`config.mk`:
```
export PLATFORM = sky130hd
export DESIGN_NAME = hysteresis_admission_queue_server_unit
export DESIGN_NICKNAME = d
export VERILOG_FILES = /design/src/hw/rtl/haqs_pkg.sv /design/src/hw/rtl/haqs_ram.sv /design/src/hw/rtl/hysteresis_admission_queue_server_unit.sv
export SDC_FILE = /design/constraint.sdc
export NUM_CORES = 1
export LEC_CHECK = 0
export BUFFER_PORTS_ARGS = -buffer_cell sky130_fd_sc_hd__buf_2
export CORE_MARGIN = 1
export CORE_UTILIZATION = 30
export DETAILED_ROUTE_END_ITERATION = 6
export SYNTH_ARGS = -nofsm -noshare
export SYNTH_HDL_FRONTEND = slang
export SYNTH_SLANG_ARGS = --single-unit
export TNS_END_PERCENT = 100
```
`constraint.sdc`:
```
create_clock -name clk -period 10.3 [get_ports clk]
set_input_delay 1.545 -clock clk [delete_from_list [all_inputs] [get_ports clk]]
set_output_delay 1.545 -clock clk [all_outputs]
set_load 0.01 [all_outputs]
```
`src/hw/rtl/haqs_pkg.sv`:
```
package haqs_pkg;

	// Result codes of one event.
	typedef enum logic [2:0] {
		OUTCOME_STARTED   = 3'd0,
		OUTCOME_QUEUED    = 3'd1,
		OUTCOME_CONG_DROP = 3'd2,
		OUTCOME_CAP_DROP  = 3'd3,
		OUTCOME_COMPLETED = 3'd4,
		OUTCOME_NO_JOB    = 3'd5
	} outcome_t;

	// Event kinds.
	localparam logic OP_ARRIVAL = 1'b0;
	localparam logic OP_END     = 1'b1;

	// Configuration port geometry and register indexes.
	localparam int CfgIdxW  = 3;
	localparam int CfgDataW = 7;

	localparam logic [CfgIdxW-1:0] CFG_FIFO_ORDER     = 3'd0;
	localparam logic [CfgIdxW-1:0] CFG_STOP_THRESHOLD = 3'd1;
	localparam logic [CfgIdxW-1:0] CFG_RESTART_THRESH = 3'd2;
	localparam logic [CfgIdxW-1:0] CFG_CAP_ENABLE     = 3'd3;
	localparam logic [CfgIdxW-1:0] CFG_CAP_LIMIT      = 3'd4;

	// Fixed field widths.
	localparam int PortTagW = 16;
	localparam int CountW   = 7;

	typedef struct packed {
		logic                operation;
		logic [PortTagW-1:0] job_tag;
	} haqs_in_t;

	typedef struct packed {
		outcome_t            outcome;
		logic [PortTagW-1:0] departed_tag;
		logic                next_valid;
		logic [PortTagW-1:0] next_tag;
		logic [CountW-1:0]   queue_count;
		logic                server_busy;
		logic                congested;
	} haqs_out_t;

endpackage

```
`src/hw/rtl/haqs_ram.sv`:
```
// Ring store: one write port and one read port with registered read data.
// The read register only loads when rd_en is high, so it holds while the
// stage that consumes it is stalled.
module haqs_ram #(
	parameter int DEPTH  = 64,
	parameter int DATA_W = 16
) (
	input  logic                     clk,
	input  logic                     wr_en,
	input  logic [$clog2(DEPTH)-1:0] wr_addr,
	input  logic [DATA_W-1:0]        wr_data,
	input  logic                     rd_en,
	input  logic [$clog2(DEPTH)-1:0] rd_addr,
	output logic [DATA_W-1:0]        rd_data
);

	logic [DATA_W-1:0] mem_q [DEPTH];
	logic [DATA_W-1:0] rd_data_q;

	// Write port.
	always_ff @(posedge clk) begin
		if (wr_en) begin
			mem_q[wr_addr] <= wr_data;
		end
	end

	// Registered read port.
	always_ff @(posedge clk) begin
		if (rd_en) begin
			rd_data_q <= mem_q[rd_addr];
		end
	end

	assign rd_data = rd_data_q;

endmodule

```
`src/hw/rtl/hysteresis_admission_queue_server_unit.sv`:
```
// Single-server job queue with hysteresis admission control. Each request is a
// job arrival or an end-of-service event and yields exactly one result. The unit
// takes one request per clock cycle when the output is not stalled. A request
// loads the input register at acceptance, then the ring store read register and
// second stage registers, then the output register that holds its result. Up to
// QUEUE_DEPTH jobs wait besides the job in service; they are served oldest first
// or newest first as fifo_order selects. Configuration is to be written by the
// user only while no request is in flight; the unit itself does not enforce this.
module hysteresis_admission_queue_server_unit #(
	parameter int QUEUE_DEPTH = 64,
	parameter int TAG_BITS    = 16
) (
	input  logic                            clk,
	input  logic                            arst_n,
	input  logic                            cfg_write,
	input  logic [haqs_pkg::CfgIdxW-1:0]    cfg_index,
	input  logic [haqs_pkg::CfgDataW-1:0]   cfg_data,
	input  logic                            in_valid,
	output logic                            in_stall,
	input  haqs_pkg::haqs_in_t              in_req,
	output logic                            out_valid,
	input  logic                            out_stall,
	output haqs_pkg::haqs_out_t             out_rsp
);

	localparam int AddrW  = $clog2(QUEUE_DEPTH);
	localparam int CntW   = $clog2(QUEUE_DEPTH + 1);
	localparam int SumW   = CntW + 1;
	localparam int CmpW   = (CntW > haqs_pkg::CountW) ? CntW : haqs_pkg::CountW;
	localparam int KeepW  = (TAG_BITS < haqs_pkg::PortTagW) ? TAG_BITS : haqs_pkg::PortTagW;

	// Configuration registers.
	logic                         fifo_order_q;
	logic [haqs_pkg::CountW-1:0]  stop_thr_q;
	logic [haqs_pkg::CountW-1:0]  restart_thr_q;
	logic                         cap_en_q;
	logic [haqs_pkg::CountW-1:0]  cap_limit_q;

	always_ff @(posedge clk or negedge arst_n) begin
		if (!arst_n) begin
			fifo_order_q  <= 1'b1;
			stop_thr_q    <= 7'd48;
			restart_thr_q <= 7'd16;
			cap_en_q      <= 1'b0;
			cap_limit_q   <= 7'd64;
		end else if (cfg_write) begin
			unique case (cfg_index)
				haqs_pkg::CFG_FIFO_ORDER:     fifo_order_q  <= cfg_data[0];
				haqs_pkg::CFG_STOP_THRESHOLD: stop_thr_q    <= cfg_data;
				haqs_pkg::CFG_RESTART_THRESH: restart_thr_q <= cfg_data;
				haqs_pkg::CFG_CAP_ENABLE:     cap_en_q      <= cfg_data[0];
				haqs_pkg::CFG_CAP_LIMIT:      cap_limit_q   <= cfg_data;
				default: ;
			endcase
		end
	end

	// Pipeline flow control: each stage advances when the one after it frees.
	logic v_s1, v_s2, out_valid_q;
	logic out_ready, s2_free, s1_free, mv1, mv2;

	assign out_ready = !out_valid_q || !out_stall;
	assign mv2       = v_s2 && out_ready;
	assign s2_free   = !v_s2 || out_ready;
	assign mv1       = v_s1 && s2_free;
	assign s1_free   = !v_s1 || s2_free;
	assign in_stall  = !s1_free;

	// Input register.
	haqs_pkg::haqs_in_t req_s1;

	always_ff @(posedge clk or negedge arst_n) begin
		if (!arst_n) begin
			v_s1 <= 1'b0;
		end else if (s1_free) begin
			v_s1 <= in_valid;
		end
	end

	always_ff @(posedge clk) begin
		if (s1_free && in_valid) begin
			req_s1 <= in_req;
		end
	end

	// Queue control state.
	logic [AddrW-1:0] head_q;
	logic [CntW-1:0]  count_q;
	logic             busy_q;
	logic             cong_q;

	// Decision for the request in the first stage.
	logic [TAG_BITS-1:0]  tag_s1;
	logic [CmpW-1:0]      count_cmp;
	logic [SumW-1:0]      tail_sum, last_sum;
	logic [AddrW-1:0]     wr_pos, last_pos, head_inc;
	haqs_pkg::outcome_t   outcome_d;
	logic                 next_valid_d, busy_d, cong_d, wr_en_d;
	logic [CntW-1:0]      count_d;
	logic [AddrW-1:0]     head_d, rd_pos_d;

	assign tag_s1    = TAG_BITS'(req_s1.job_tag[KeepW-1:0]);
	assign count_cmp = CmpW'(count_q);

	// Ring positions: the sum stays below twice the depth, so one subtract wraps it.
	always_comb begin
		tail_sum = SumW'(head_q) + SumW'(count_q);
		last_sum = tail_sum - SumW'(1);
		wr_pos   = (tail_sum >= SumW'(QUEUE_DEPTH)) ?
			AddrW'(tail_sum - SumW'(QUEUE_DEPTH)) : AddrW'(tail_sum);
		last_pos = (last_sum >= SumW'(QUEUE_DEPTH)) ?
			AddrW'(last_sum - SumW'(QUEUE_DEPTH)) : AddrW'(last_sum);
		head_inc = (SumW'(head_q) == SumW'(QUEUE_DEPTH - 1)) ? '0 : head_q + AddrW'(1);
	end

	// Admission and service decision.
	always_comb begin
		outcome_d    = haqs_pkg::OUTCOME_NO_JOB;
		next_valid_d = 1'b0;
		busy_d       = busy_q;
		cong_d       = cong_q;
		count_d      = count_q;
		head_d       = head_q;
		wr_en_d      = 1'b0;
		rd_pos_d     = fifo_order_q ? head_q : last_pos;
		if (req_s1.operation == haqs_pkg::OP_ARRIVAL) begin
			if (!busy_q) begin
				busy_d    = 1'b1;
				outcome_d = haqs_pkg::OUTCOME_STARTED;
			end else if (cong_q && count_cmp > CmpW'(restart_thr_q)) begin
				outcome_d = haqs_pkg::OUTCOME_CONG_DROP;
			end else if (!cong_q && count_cmp >= CmpW'(stop_thr_q)) begin
				cong_d    = 1'b1;
				outcome_d = haqs_pkg::OUTCOME_CONG_DROP;
			end else begin
				// Congestion, if set, clears here even when capacity then drops the job.
				cong_d = 1'b0;
				if ((cap_en_q && count_cmp >= CmpW'(cap_limit_q)) ||
				    count_q >= CntW'(QUEUE_DEPTH)) begin
					outcome_d = haqs_pkg::OUTCOME_CAP_DROP;
				end else begin
					outcome_d = haqs_pkg::OUTCOME_QUEUED;
					wr_en_d   = 1'b1;
					count_d   = count_q + CntW'(1);
				end
			end
		end else if (busy_q) begin
			outcome_d = haqs_pkg::OUTCOME_COMPLETED;
			if (count_q == '0) begin
				busy_d = 1'b0;
			end else begin
				next_valid_d = 1'b1;
				count_d      = count_q - CntW'(1);
				if (fifo_order_q) begin
					head_d = head_inc;
				end
			end
		end
	end

	always_ff @(posedge clk or negedge arst_n) begin
		if (!arst_n) begin
			head_q  <= '0;
			count_q <= '0;
			busy_q  <= 1'b0;
			cong_q  <= 1'b0;
		end else if (mv1) begin
			head_q  <= head_d;
			count_q <= count_d;
			busy_q  <= busy_d;
			cong_q  <= cong_d;
		end
	end

	// Job store; the read lands together with the request in the second stage.
	logic [TAG_BITS-1:0] rd_tag;

	haqs_ram #(
		.DEPTH  (QUEUE_DEPTH),
		.DATA_W (TAG_BITS)
	) u_ram (
		.clk     (clk),
		.wr_en   (mv1 && wr_en_d),
		.wr_addr (wr_pos),
		.wr_data (tag_s1),
		.rd_en   (mv1),
		.rd_addr (rd_pos_d),
		.rd_data (rd_tag)
	);

	// Second stage registers.
	haqs_pkg::outcome_t          outcome_s2;
	logic [TAG_BITS-1:0]         tag_s2;
	logic                        next_valid_s2, busy_s2, cong_s2;
	logic [haqs_pkg::CountW-1:0] count_s2;

	always_ff @(posedge clk or negedge arst_n) begin
		if (!arst_n) begin
			v_s2 <= 1'b0;
		end else if (s2_free) begin
			v_s2 <= v_s1;
		end
	end

	always_ff @(posedge clk) begin
		if (mv1) begin
			outcome_s2    <= outcome_d;
			tag_s2        <= tag_s1;
			next_valid_s2 <= next_valid_d;
			busy_s2       <= busy_d;
			cong_s2       <= cong_d;
			count_s2      <= haqs_pkg::CountW'(count_d);
		end
	end

	// Tag of the job in service, updated as each result leaves the second stage.
	logic [TAG_BITS-1:0] serving_q;

	always_ff @(posedge clk or negedge arst_n) begin
		if (!arst_n) begin
			serving_q <= '0;
		end else if (mv2) begin
			if (outcome_s2 == haqs_pkg::OUTCOME_STARTED) begin
				serving_q <= tag_s2;
			end else if (next_valid_s2) begin
				serving_q <= rd_tag;
			end
		end
	end

	// Result assembly.
	haqs_pkg::haqs_out_t rsp_d, out_rsp_q;

	always_comb begin
		rsp_d.outcome      = outcome_s2;
		rsp_d.departed_tag = (outcome_s2 == haqs_pkg::OUTCOME_COMPLETED) ?
			haqs_pkg::PortTagW'(serving_q[KeepW-1:0]) : '0;
		rsp_d.next_valid   = next_valid_s2;
		rsp_d.next_tag     = next_valid_s2 ?
			haqs_pkg::PortTagW'(rd_tag[KeepW-1:0]) : '0;
		rsp_d.queue_count  = count_s2;
		rsp_d.server_busy  = busy_s2;
		rsp_d.congested    = cong_s2;
	end

	// Output register.
	always_ff @(posedge clk or negedge arst_n) begin
		if (!arst_n) begin
			out_valid_q <= 1'b0;
		end else if (out_ready) begin
			out_valid_q <= v_s2;
		end
	end

	always_ff @(posedge clk) begin
		if (mv2) begin
			out_rsp_q <= rsp_d;
		end
	end

	assign out_valid = out_valid_q;
	assign out_rsp   = out_rsp_q;

	// The queue never holds more jobs than the store has entries.
	a_count_bound: assert property (@(posedge clk) disable iff (!arst_n)
		count_q <= CntW'(QUEUE_DEPTH))
		else $error("queue count exceeds store depth");

	// Jobs only wait while another job is in service.
	a_idle_empty: assert property (@(posedge clk) disable iff (!arst_n)
		!busy_q |-> count_q == '0)
		else $error("jobs queued while server idle");

	// A queued arrival grows the queue by exactly one.
	a_queue_grow: assert property (@(posedge clk) disable iff (!arst_n)
		mv1 && wr_en_d |=> count_q == $past(count_q) + CntW'(1))
		else $error("queued arrival did not grow the queue");

	// A job only enters service from the queue on completion.
	a_next_on_done: assert property (@(posedge clk) disable iff (!arst_n)
		out_valid_q && out_rsp_q.next_valid |->
			out_rsp_q.outcome == haqs_pkg::OUTCOME_COMPLETED)
		else $error("next job without completion");

endmodule
```
## After elaboration in Yosys (flattened, before gate mapping)

Memories as Yosys holds them, arrays and structs flattened. A register that Yosys moved wholly into a read port is not among the register bits.
Index checks and enable logic that the tools add are counted.

| storage, ports and cells | value |
|---|---|
| output and inout bits | 47 |
| register bits after elaboration | 148 |
| logic and storage cells | 110 |
| memories | 1 |
| RAM bits | 1,024 |
| bits in read-only memories | 0 |
| latch bits | 0 |

| operators by class | value |
|---|---|
| $mul | 0 |
| bitwise logic cells | 1 |
| order comparisons | 6 |
| muxes and demuxes | 33 |
| shifts and indexed selects | 0 |
| equal/unequal tests | 6 |
| divide/modulo/power cells | 0 |
| reductions and logical operators | 28 |
| add/sub/neg operators | 7 |

Memory list:

| memory | words | width | rd ports | clocked after Yosys merged registers in | wr ports | RTL line | source |
|---|---|---|---|---|---|---|---|
| u_ram.mem_q | 64 | 16 | 1 | 1 | 1 | haqs_ram.sv:17 | `logic [DATA_W-1:0] mem_q [DEPTH];` |

Operator list:

| kind | number |
|---|---|
| two-way mux 7 bit | 7 |
| two-way mux 16 bit | 2 |
| two-way mux 6 bit | 4 |
| greater-or-equal comparator 8 x 7 -> 1 bit, second input constant | 2 |
| two-way mux 1 bit | 15 |
| greater-or-equal comparator 7 bit | 2 |
| AND reduction 2 bit | 6 |
| subtractor 6 x 1 -> 6 bit, second input constant | 2 |
| adder 6 x 7 -> 8 bit | 1 |
| two-way mux 2 bit | 4 |
| subtractor 8 x 1 -> 8 bit, second input constant | 1 |
| adder 7 x 1 -> 7 bit, second input constant | 1 |
| greater-or-equal comparator 7 bit, second input constant | 1 |
| greater-than comparator 7 bit | 1 |
| logical AND 1 bit | 7 |
| zero test 7 bit | 1 |
| subtractor 7 x 1 -> 7 bit, second input constant | 1 |
| adder 6 x 1 -> 6 bit, second input constant | 1 |
| equality test 3 x 2 -> 1 bit, second input constant | 2 |
| equality test 3 bit, second input constant | 2 |
| equality test 6 bit, second input constant | 1 |
| zero test 1 bit | 6 |
| zero test 3 bit | 2 |
| AND reduction 5 bit | 1 |
| other kinds (5) | 8 |

## Logic depth before layout (Yosys ltp)

Gate-level depths: netlist of the first run.

| depth | value |
|---|---|
| depth in word-level cells | 11 |
| depth in mapped cells | 13 |
| mapped depth without buffers | 10 |

## Modules after synthesis

From an unflattened synthesis of the first run, not the netlist that was laid out.

| unflattened totals | value |
|---|---|
| cells, all modules | 2,383 |
| area, all modules | 46,943.8 sq um |

Modules (own cells, without submodules):

| module | times used | area an instance (sq um) | cells an instance | seq. area each (sq um) |
|---|---|---|---|---|
| haqs_ram | 1 | 40,202.3 | 1,829 | 31,230.0 |
| hysteresis_admission_queue_server_unit | 1 | 6,741.5 | 554 | 4,165.2 |

## Worst setup path before layout of the first run

OpenSTA, ideal clock, no wires.

| timing path | value |
|---|---|
| path kind | input to register |
| from | input port out_stall |
| to | register serving_q[11] |
| arrival time | 6,217 ps |
| stages | 5 |
| slack | 3,948 ps |
| required time | 10,165 ps |
| setup time | 135 ps |
| cell sequence | a21boi_0 o21ai_0 clkbuf_1 nand2_1 o21ai_0 |

| between the ends | value |
|---|---|
| longest elaborated chain between the ends | 4 |

RTL lines:

| element | RTL line | source |
|---|---|---|
| start, declared | hysteresis_admission_queue_server_unit.sv:22 | `input logic out_stall,` |
| zero test 1 bit | hysteresis_admission_queue_server_unit.sv:62 | `assign out_ready = !out_valid_q \|\| !out_stall;` |
| logical OR 1 bit | hysteresis_admission_queue_server_unit.sv:62 |  |
| logical AND 1 bit | hysteresis_admission_queue_server_unit.sv:63 | `assign mv2 = v_s2 && out_ready;` |
| AND reduction 2 bit (no source line) | -- |  |
| end signal, assigned | hysteresis_admission_queue_server_unit.sv:224 | `serving_q <= tag_s2;` |
| end signal, assigned | hysteresis_admission_queue_server_unit.sv:226 | `serving_q <= rd_tag;` |
| end, declared | hysteresis_admission_queue_server_unit.sv:217 | `logic [TAG_BITS-1:0] serving_q;` |

Every way passes these cells.
A chain may end at the register's enable or synchronous reset.

## Worst setup path in the final report of the first run

| timing path | value |
|---|---|
| from | register head_q[0] |
| to | register u_ram.rd_data_q[3], in the netlist u_ram.rd_data[3] (read register of u_ram.mem_q), data pin |

| between the ends | value |
|---|---|
| longest elaborated chain between the ends | 5 |
| elaborated cells on any way between the ends | 6 |
| those cells by class | add/sub: 3; order compare: 1; mux: 2 |

RTL lines:

| element | RTL line | source |
|---|---|---|
| start, declared | hysteresis_admission_queue_server_unit.sv:87 | `logic [AddrW-1:0] head_q;` |
| start signal, assigned | hysteresis_admission_queue_server_unit.sv:163 | `head_q <= '0;` |
| start signal, assigned | hysteresis_admission_queue_server_unit.sv:168 | `head_q <= head_d;` |
| adder 6 x 7 -> 8 bit | hysteresis_admission_queue_server_unit.sv:107 | `tail_sum = SumW'(head_q) + SumW'(count_q);` |
| subtractor 8 x 1 -> 8 bit | hysteresis_admission_queue_server_unit.sv:108 | `last_sum = tail_sum - SumW'(1);` |
| greater-or-equal comparator 8 x 7 -> 1 bit / subtractor 6 x 1 -> 6 bit (equally long branches) | hysteresis_admission_queue_server_unit.sv:111, hysteresis_admission_queue_server_unit.sv:112 |  |
| two-way mux 6 bit | hysteresis_admission_queue_server_unit.sv:111 | `last_pos = (last_sum >= SumW'(QUEUE_DEPTH)) ?` |
| two-way mux 6 bit * | hysteresis_admission_queue_server_unit.sv:125 | `rd_pos_d = fifo_order_q ? head_q : last_pos;` |
| end, declared | haqs_ram.sv:18 | `logic [DATA_W-1:0] rd_data_q;` |

Every way passes the cells marked *; elsewhere a longest branch is shown, timed or not.

==> metrics.md, run 1 <==
| Metric | Value |
|---|---|
| Vias per inst | 4.63 |
| Min-delay worst type | reg2reg |
| Initial Util | 30.2% |
| Worst hold stages | 0 |
| Post-CTS setup repair buffer count | 0 |
| Seq/Total Area, Yosys | 72.0% |
| Pins Over Slew Limit | 0 |
| First-iteration detailed-routing DRC count | 1936 |
| Top Family by Delay on Critical Path | multiplexers |
| Core area | 163000 um^2 |
| Number of CTS-inserted buffers | 121 |
| Logic gate share of total power | 48.4% |
| Status | completed |
| Cell internal pwr | 12.1 mW |
| Crit end category | flip-flop |
| Required time of the critical path | 10860 ps |
| First-pass GRT wire length | 163 mm |
| Nets@finish | 3042 |
| Clk_lat worst skew | 730 ps |
| I/O pin total | 79 |
| GR Util All Layers | 13.4% |
| Number of synthesized flops with an enable pin | 1131 |
| Yosys reg bits | 1188 |
| Die width | 407 um |
| NetSw | 7.57 mW |
| Hold Path Sink | out_rsp[3] |
| Row count | 148 |
| Detailed Place HPWL | 62.7 mm |
| CTS Hold Bufs | 0 |
| Worst Path Arrival | 5610 ps |
| Sink Count | 1188 |
| Min cycle time layout | 5040 ps |
| H-tree levels | 3 |
| Final WL | 112 mm |
| Clock share of power | 21.6% |
| CTS Buffer Depth | 3 |
| Root Buffer | clkbuf_16 |
| Routability cong. | 0.809 |
| Wirelength per Cell | 21.2 um |
| Max cap viols | 0 |
| Final Setup Violations | 0 |
| Reg-to-Reg Start | head_q[0] |
| DR top layer | met5 |
| Syn nets | 2869 |
| CTS tree | yes |
| Initial antenna violation count | 5 |
| Final Cycle Share | 49.0% |
| DR vias | 24400 |
| Max Fclk | 0.198 GHz |
| Slew margin rel. | 16.4% |
| GRT overflow | 0 |
| Slack of the critical path | 5260 ps |
| Critical path type | reg2reg |
| Port Buffers | 78 |
| Reg2reg setup slack | 5260 ps |
| # resized after CTS | 0 |
| Die Area | 165000 um^2 |
| Reg-to-Reg End | u_ram.rd_data[3] |
| Vias in the first global route | 24100 |
| Worst Max-Slew Pin Slew | 1220 ps |
| Syn Area/Cell | 17.5 um^2 |
| Startpoint type of the worst setup path | flip-flop |
| Syn-to-layout area delta | 15.3% |
| Placement Setup Slack | 5270 ps |
| Met2 wire length | 54.6 mm |
| Pwr per Cell Area | 347 nW/um^2 |
| HP Start | count_s2[1] |
| Design area | 56600 um^2 |
| Main flop type after synthesis | edfxtp_1 |
| Switching Share | 38.6% |
| Worst path slowest cell | buf_4 |
| Total iterations of the first detailed-routing run | 5 |
| R2R cell count | 10 |
| Ys Warns | 0 |
| Met3 wire length | 4.47 mm |
| DP Area | 52800 um^2 |
| Post-synth design cell area | 49100 um^2 |
| Largest net degree at the start of global routing | 130 |
| CP max stage delay | 860 ps |
| Setup Skew | 39.7 ps |
| CP bufs+invs | 1 |
| Unrepaired setup endpoints after global routing | false |
| Setup TNS Final | 0 ps |
| Clock slew at reported path FFs | 60 ps |
| Peak supply drop | 0.698 mV |
| Seq pwr share | 30.0% |
| DRC viols | 0 |
| Met1 Wirelength | 50.5 mm |
| Synth unique cells | 56 |
| Filler Cells Inserted | 15300 |
| CP max FO | 47 |
| Die height | 407 um |
| Layout cell share with drive strength beyond 1 | 16.9% |
| Tot Pwr | 19.6 mW |
| Leakage power | 21.0 nW |
| Post-synth ARST share | 4.80% |
| Worst path cell trace | ha_1 -> fa_1 -> nor3_2 -> xnor3_1 -> mux2i_4 -> buf_4 -> mux2i_1 -> mux2_2 -> mux2i_1 -> mux2_2 |
| Final ANT Viol Nets | 0 |
| Hold Vio Cnt, Final | 0 |
| Gate Count Post-Synth | 2806 |
[routing by layer]
layer	GRT usage (%)	vias to the layer above
met3	1.80	137
met5	0	-
met2	22.5	498
met4	3.73	2
met1	17.9	12500
li1	-	11300
[layout make-up]
type / instances / area [um^2] / area share, %
antenna: 1 / 2.50 / 0.00442
clock buffer: 163 / 3260 / 5.75
clock inverter: 67 / 596 / 1.05
inverter: 30 / 113 / 0.199
multi-input combinational: 1449 / 13300 / 23.4
sequential: 1188 / 35400 / 62.5
tap: 2175 / 2720 / 4.80
timing repair buffer: 189 / 1280 / 2.26
[cell usage in the layout (no fill, tap or decap), types with 22 or more instances in the layout]
master and n:
dfrtp_1 52, o21ai_0 51, nor3_2 52, clkbuf_16 122, mux2_2 86, clkbuf_1 36
and2_1 36, nand2_1 77, ha_1 30, mux2i_1 947, nor2_1 27, buf_2 78
inv_1 28, clkinv_2 26, clkinv_1 22, edfxtp_1 1131, buf_4 105
[synth_stat cells, drive strengths merged (2+ instances only)]
library cell,n,area [um^2]
mux2i,948,9490
nand2b,7,43.8
o21a,3,22.5
a21boi,2,15.0
a31oi,5,31.3
nand4,5,31.3
edfxtp,1131,34000
nor2b,5,31.3
o31ai,2,15.0
xor2,3,26.3
nor3,58,295
a22oi,3,22.5
or4,4,30.0
nor3b,3,22.5
a21oi,14,70.1
xnor2,8,70.1
and3,6,37.5
dfrtp,52,1300
nand3,19,95.1
or3,4,25.0
nor4bb,2,20.0
ha,30,375
dfstp,5,131
mux2,86,968
inv,29,109
a311oi,2,17.5
or2,2,12.5
nand2,77,289
clkbuf,32,120
a21o,10,75.1
buf,107,567
and2,36,225
o31a,2,17.5
nor2,29,109
o211ai,7,52.6
o21ai,54,270
[how the worst max path moves through the flow]
stage	from	end	slack (ps)	cells after the start
final	head_q[0]	u_ram.rd_data[3]	5260	10
after floorplan	out_stall	serving_q[11]	3950	5
after detailed placement	head_q[0]	u_ram.rd_data[3]	5270	11
after global placement	head_q[0]	u_ram.rd_data[3]	5300	10
after global routing	head_q[0]	u_ram.rd_data[3]	5050	11
after CTS	head_q[0]	u_ram.rd_data[3]	5210	10
[sequential cells by signal, summed over array words and instances, names as in the netlist, 3 cells and up]
register and flops:
u_ram.mem_q 1024, out_rsp 45, serving_q 16, tag_s1 16
tag_s2 16, u_ram.rd_data 16, cap_limit_q 7, count_cmp 7
count_s2 7, restart_thr_q 7, stop_thr_q 7, head_q 6
outcome_s2 3
[stage by stage]
stage | hold slack (ps) | cells | utilization (%)
global route | 422 | 5262 | 34.8
floorplan | 400 | 2806 | -
global placement | 403 | 5029 | 32.4
detailed placement | 405 | 5029 | 32.4
CTS | 418 | 5259 | 34.8
finish | 418 | 5262 | 34.8
[power groups by stage]
| stage | sequential (mW) | clock, mW | combinational, mW |
|---|---|---|---|
| after floorplan | 5.89 | 0 | 6.64 |
| after global placement | 5.99 | 0 | 9.50 |
| after detailed placement | 5.99 | 0 | 9.53 |
| after CTS | 5.89 | 4.34 | 9.57 |
| after global routing | 5.90 | 4.52 | 10.0 |
| final | 5.88 | 4.25 | 9.50 |
[cell families after synthesis]
| kind of cell | synth area share (%) |
|---|---|
| compound gates | 1.36 |
| fa+ha+maj | 0.805 |
| flops | 72.0 |
| buf+inv | 1.63 |
| xor+xnor | 0.242 |
| simple gates | 2.65 |
| mux | 21.3 |
[worst reg2reg max path, delay by kind of cell, from the launching register on]
family | cells | cell delay [ps]
buf+inv | 1 | 860
mux | 5 | 2050
simple gates | 1 | 330
fa+ha+maj | 2 | 860
flops | 1 | 490
xor+xnor | 1 | 300
(Power assumes the default switching activity.)
==> run 2, diff against run 1 <==
==> constraint.sdc (replaced) <==
create_clock -name clk -period 4.3 [get_ports clk]
set_input_delay 0.645 -clock clk [delete_from_list [all_inputs] [get_ports clk]]
set_output_delay 0.645 -clock clk [all_outputs]
set_load 0.01 [all_outputs]
==> metrics.md, run 2 (synthesized netlist as in run 1, its figures left out) <==
| Metric | Value |
|---|---|
| Min cycle time layout | 4110 ps (was 5040 ps) |
| Max Fclk | 0.243 GHz (was 0.198 GHz) |
| H-tree levels | 4 (was 3) |
| Final Cycle Share | 95.5% (was 49.0%) |
| Die height | 407 um (unchanged) |
| Most frequent cells in the layout | edfxtp_1 (1131), mux2i_1 (947), buf_4 (169) (was edfxtp_1 (1131), mux2i_1 (947), clkbuf_16 (122)) |
| Layout cell share with drive strength beyond 1 | 19.3% (was 16.9%) |
| Crit end category | flip-flop (unchanged) |
| Worst Path Arrival | 4710 ps (was 5610 ps) |
| Hold Vio Cnt, Final | 0 (unchanged) |
| CTS Buffer Depth | 3 (unchanged) |
| Largest net degree at the start of global routing | 70 (was 130) |
| Clk_lat worst skew | 740 ps (was 730 ps) |
| First-iteration detailed-routing DRC count | 2039 (was 1936) |
| Worst path slowest cell | fa_1 (was buf_4) |
| HP Start | in_req[9] (was count_s2[1]) |
| Commonest non-fill, non-tap cell in the layout | edfxtp_1 (unchanged) |
| Most flops, register | u_ram.mem_q (unchanged) |
| Min-delay worst type | in2reg (was reg2reg) |
| Port Buffers | 78 (unchanged) |
| Vias in the first global route | 24700 (was 24100) |
| Row count | 148 (unchanged) |
| Initial Util | 30.2% (unchanged) |
| Clock slew at reported path FFs | 60 ps (about the same) |
| Critical path type | reg2reg (unchanged) |
| Storage cell area | 35400 um^2 (unchanged) |
| Slew margin rel. | 15.6% (was 16.4%) |
| Routability cong. | 0.812 (was 0.809) |
| Wirelength per Cell | 21.5 um (was 21.2 um) |
| Status | completed (unchanged) |
| Sink Count | 1188 (unchanged) |
| Vias per inst | 4.66 (was 4.63) |
| GR Util All Layers | 13.8% (was 13.4%) |
| Post-CTS setup repair buffer count | 0 (unchanged) |
| Initial antenna violation count | 6 (was 5) |
| Most used cell, CP | mux2i_1 |
| Util after Layout | 35.6% (was 34.8%) |
| Reg-to-Reg Start | count_cmp[0] (was head_q[0]) |
| Final Setup Violations | 0 (unchanged) |
| Syn-to-layout area delta | 18.0% (was 15.3%) |
| Final ANT Viol Nets | 0 (unchanged) |
| GRT overflow | 0 (unchanged) |
| Total iterations of the first detailed-routing run | 7 (was 5) |
| DRC viols | 0 (unchanged) |
| Filler Cells Inserted | 15100 (was 15300) |
| CP max stage delay | 630 ps (was 860 ps) |
| Critical path launch point | count_cmp[0] (was head_q[0]) |
| Required time of the critical path | 4900 ps (was 10860 ps) |
| Worst path cell trace | ha_1 -> fa_1 -> inv_1 -> ha_1 -> a21oi_4 -> buf_12 -> buf_4 -> mux2i_1 -> mux2i_1 -> mux2_2 -> mux2i_1 -> mux2_2 (was ha_1 -> fa_1 -> nor3_2 -> xnor3_1 -> mux2i_4 -> buf_4 -> mux2i_1 -> mux2_2 -> mux2i_1 -> mux2_2) |
| Setup TNS Final | 0 ps (unchanged) |
| Setup Skew | 25.8 ps (was 39.7 ps) |
| Peak supply drop | 0.992 mV (was 0.698 mV) |
| Detailed Place HPWL | 68.8 mm (was 62.7 mm) |
| Pins Over Slew Limit | 0 (unchanged) |
| Largest register FFs | 1024 (unchanged) |
| CP max FO | 20 (was 47) |
| Leakage power | 21.6 nW (was 21.0 nW) |
| Worst Max-Slew Pin Slew | 1270 ps (was 1220 ps) |
| CTS tree | yes (unchanged) |
| Core area | 163000 um^2 (unchanged) |
| Area of the multi-input gates | 13300 um^2 (about the same) |
| I/O pin total | 79 (unchanged) |
| Die width | 407 um (unchanged) |
| Pwr per Cell Area | 856 nW/um^2 (was 347 nW/um^2) |
| Root Buffer | clkbuf_16 (unchanged) |
| Die Area | 165000 um^2 (unchanged) |
| DR vias | 24900 (was 24400) |
| First-pass GRT wire length | 167 mm (was 163 mm) |
| Startpoint type of the worst setup path | flip-flop (unchanged) |
| Unrepaired setup endpoints after global routing | false (unchanged) |
| Number of CTS-inserted buffers | 130 (was 121) |
| Max cap viols | 0 (unchanged) |
| Nets@finish | 3139 (was 3042) |
| Final WL | 115 mm (was 112 mm) |
## run 2: changes by cell type in the layout (fill, tap and decap cells not counted), sizes merged
cell         previous run  this run
buf                   189       276
clkbuf                163       172
clkinv                 53        46
clkinvlp                2         4
dlygate4sd3             0         1
inv                    33        34
## run 2: stage by stage
stage | worst slack (ps) | power, mW | cell area, um^2 | std cells | hold WS (ps)
2_1_floorplan | 228 | 30.0 | 49100 | 2806 | 349
3_3_place_gp | 178 | 38.9 | 53700 | 5117 | 404
3_5_place_dp | 194 | 39.0 | 53700 | 5117 | 407
4_1_cts | 166 | 50.0 | 57900 | 5353 | 30.9
5_1_grt | 28.7 | 51.7 | 58000 | 5355 | 47.8
6_report | 193 | 49.6 | 58000 | 5355 | 85.1
## run 2: critical path: cells and delay by family, from the launching register on
kind,cells,cell delay [ps]
AOI/OAI and AO/OA,1,290
adders and majority gates,3,1210
buffers and inverters,3,720
DFF,1,430
muxes,5,1310
## run 2: timing repair
item / 4_1_cts / 5_1_grt
hold endpoints to repair: 15 / 0
hold buffers: 1 / 0
resized for setup: 0 / 0
## run 2: final timing paths
path | end | slack, ps | cells after the start
worst max-delay path | u_ram.rd_data[14] | 190 | 12
worst min-delay path | tag_s1[9] | 90 | 1
worst max register to register | u_ram.rd_data[14] | 190 | 12
worst min register to register | out_rsp[0] | 420 | 0
max in group asynchronous | serving_q[10] | 2980 | 3
min in group asynchronous | stop_thr_q[0] | 410 | 2
## run 2: layout make-up
cell class	count	share of cell area, %
Multi-Input combinational cell	1449	22.9
Sequential cell	1188	61.1
Tap cell	2175	4.70
Antenna cell	1	0.00432
Clock inverter	63	1.06
Inverter	30	0.194
Clock buffer	172	6.18
Timing Repair Buffer	277	3.89
## run 2: report_power, final
part	internal (mW)	total [mW]	switching, mW
logic	11.0	24.7	13.8
clock network	6.43	10.9	4.45
registers	13.5	14.0	0.440
## run 2: routing by layer
layer  GRT usage [%]  vias up  part of all wire, %
met4            4.33        4                  2.2
met5               0        -                0.024
met1            18.9    12600                   45
met2            22.1      666                   47
li1                -    11500                    -
met3            2.50      146                  5.4
==> run 3, diff against run 2 <==
==> constraint.sdc (replaced) <==
create_clock -name clk -period 4.3 [get_ports clk]
set_input_delay 0.86 -clock clk [delete_from_list [all_inputs] [get_ports clk]]
set_output_delay 0.86 -clock clk [all_outputs]
set_load 0.01 [all_outputs]
==> metrics.md, run 3 (synthesized netlist as in run 1, its figures left out) <==
| Metric | Value |
|---|---|
| Status | completed (unchanged) |
| DP Area | 53700 um^2 (about the same) |
| Clock slew at reported path FFs | 70 ps (was 60 ps) |
| Worst Max-Slew Pin Slew | 1210 ps (was 1270 ps) |
| Final Cycle Share | 95.9% (was 95.5%) |
| DR vias | 25100 (was 24900) |
| Pwr per Cell Area | 851 nW/um^2 (was 856 nW/um^2) |
| Pins Over Slew Limit | 0 (unchanged) |
| Root Buffer | clkbuf_16 (unchanged) |
| Post-CTS setup repair buffer count | 0 (unchanged) |
| Seq pwr share | 28.6% (was 28.2%) |
| Final WL | 115 mm (about the same) |
| Min-delay worst type | in2async (was in2reg) |
| Vias per inst | 4.70 (was 4.66) |
| Most frequent cells in the layout | edfxtp_1 (1131), mux2i_1 (947), buf_4 (162) (was edfxtp_1 (1131), mux2i_1 (947), buf_4 (169)) |
| Die Area | 165000 um^2 (unchanged) |
| DRC viols | 0 (unchanged) |
| GRT overflow | 0 (unchanged) |
| Min cycle time layout | 4130 ps (was 4110 ps) |
| Sink Count | 1188 (unchanged) |
| Die height | 407 um (unchanged) |
| Detailed Place HPWL | 69.0 mm (was 68.8 mm) |
| Die width | 407 um (unchanged) |
| CTS Buffer Depth | 3 (unchanged) |
| Total iterations of the first detailed-routing run | 5 (was 7) |
| R2R cell count | 12 (unchanged) |
| Syn-to-layout area delta | 17.0% (was 18.0%) |
| CTS tree | yes (unchanged) |
| Crit end category | flip-flop (unchanged) |
| Hold WS | 270 ps (was 85.1 ps) |
| Number of CTS-inserted buffers | 121 (was 130) |
| Final ANT Viol Nets | 0 (unchanged) |
| GR Util All Layers | 13.7% (was 13.8%) |
| I/O pin total | 79 (unchanged) |
| Wirelength per Cell | 21.6 um (was 21.5 um) |
| First-pass GRT wire length | 168 mm (was 167 mm) |
| Largest net degree at the start of global routing | 72 (was 70) |
| Tot Pwr | 48.9 mW (was 49.6 mW) |
| Switching Share | 38.3% (was 37.6%) |
| Worst Path Arrival | 4730 ps (was 4710 ps) |
| Clock share of power | 20.5% (was 21.9%) |
| Hold Vio Cnt, Final | 0 (unchanged) |
| Port Buffers | 78 (unchanged) |
| Leakage power | 21.4 nW (was 21.6 nW) |
| Peak supply drop | 0.798 mV (was 0.992 mV) |
| Setup TNS Final | 0 ps (unchanged) |
| Filler Cells Inserted | 15100 (about the same) |
| Initial antenna violation count | 6 (unchanged) |
| Nets@finish | 3125 (was 3139) |
| Critical path type | reg2reg (unchanged) |
| Storage cell area | 35400 um^2 (unchanged) |
| Slew margin rel. | 19.1% (was 15.6%) |
| Logic gate share of total power | 50.9% (was 49.9%) |
| Commonest non-fill, non-tap cell in the layout | edfxtp_1 (unchanged) |
| Max cap viols | 0 (unchanged) |
| Core area | 163000 um^2 (unchanged) |
| CP max FO | 45 (was 20) |
| Row count | 148 (unchanged) |
| Largest register FFs | 1024 (unchanged) |
| Unrepaired setup endpoints after global routing | false (unchanged) |
| Routability cong. | 0.792 (was 0.812) |
| Max Fclk | 0.242 GHz (was 0.243 GHz) |
| Cell internal pwr | 30.2 mW (was 30.9 mW) |
| Design area | 57500 um^2 (was 58000 um^2) |
| NetSw | 18.7 mW (about the same) |
| First-iteration detailed-routing DRC count | 2276 (was 2039) |
| Area of the multi-input gates | 13300 um^2 (unchanged) |
| Required time of the critical path | 4910 ps (was 4900 ps) |
| Startpoint type of the worst setup path | flip-flop (unchanged) |
| Most flops, register | u_ram.mem_q (unchanged) |
| Initial Util | 30.2% (unchanged) |
| Clk_lat worst skew | 740 ps (about the same) |
| Layout cell share with drive strength beyond 1 | 18.7% (was 19.3%) |
| Setup Skew | 32.2 ps (was 25.8 ps) |
| Util after Layout | 35.3% (was 35.6%) |
| H-tree levels | 3 (was 4) |
| Vias in the first global route | 24600 (was 24700) |
| Final Setup Violations | 0 (unchanged) |
[run 3: final cells by class]
cell class	instances	share of cell area, %
flip-flops and latches	1188	61.5
multi-input cells	1449	23.1
clock buffers	164	5.65
well taps	2175	4.73
repair buffers	272	3.89
clock inverters	61	0.905
inverters	30	0.196
diodes	1	0.00435
[run 3: power groups by stage]
stage / clock (mW) / combinational [mW] / sequential [mW]
global placement: 0 / 24.9 / 14.2
global route: 10.7 / 26.3 / 14.0
detailed placement: 0 / 25.0 / 14.2
finish: 10.0 / 24.9 / 14.0
floorplan: 0 / 15.9 / 14.1
CTS: 10.2 / 25.1 / 14.0
[run 3: path summary, 6_finish.rpt]
path	startpoint	end	slack, ps
min in group clk	in_req[14]	tag_s1[14]	320
max in group asynchronous	arst_n	serving_q[6]	3180
min	arst_n	cap_limit_q[5]	270
max	count_cmp[0]	u_ram.rd_data[12]	170
max reg2reg	count_cmp[0]	u_ram.rd_data[12]	170
min reg2reg	count_s2[6]	out_rsp[8]	420
[run 3: stage by stage]
stage | worst slack (ps) | instances
final | 175 | 5340
after global routing | 70.5 | 5340
after CTS | 151 | 5339
after detailed placement | 144 | 5114
after global placement | 229 | 5114
after floorplan | 17.5 | 2806
[run 3: critical path, cell delays in order (launching register included)]
cell and delay [ps]:
dfrtp_1 440, ha_1 250, fa_1 650, inv_1 100, ha_1 340, a21oi_4 230, buf_12 200, buf_12 320
mux2i_1 280, mux2i_1 140, mux2_2 290, mux2i_1 450, mux2_2 270
[run 3: per-layer routing]
metal	track usage (%)	share of wire, %
met1	19.0	46
met2	22.5	47
met3	1.95	4.8
met4	3.60	2.1
met5	0	0.017
[run 3: repair_timing]
| item | 4_1_cts | 5_1_grt |
|---|---|---|
| resized for setup | 0 | 1 |
| hold buffers | 0 | 0 |
| endpoints found under the setup margin | 0 | 1 |
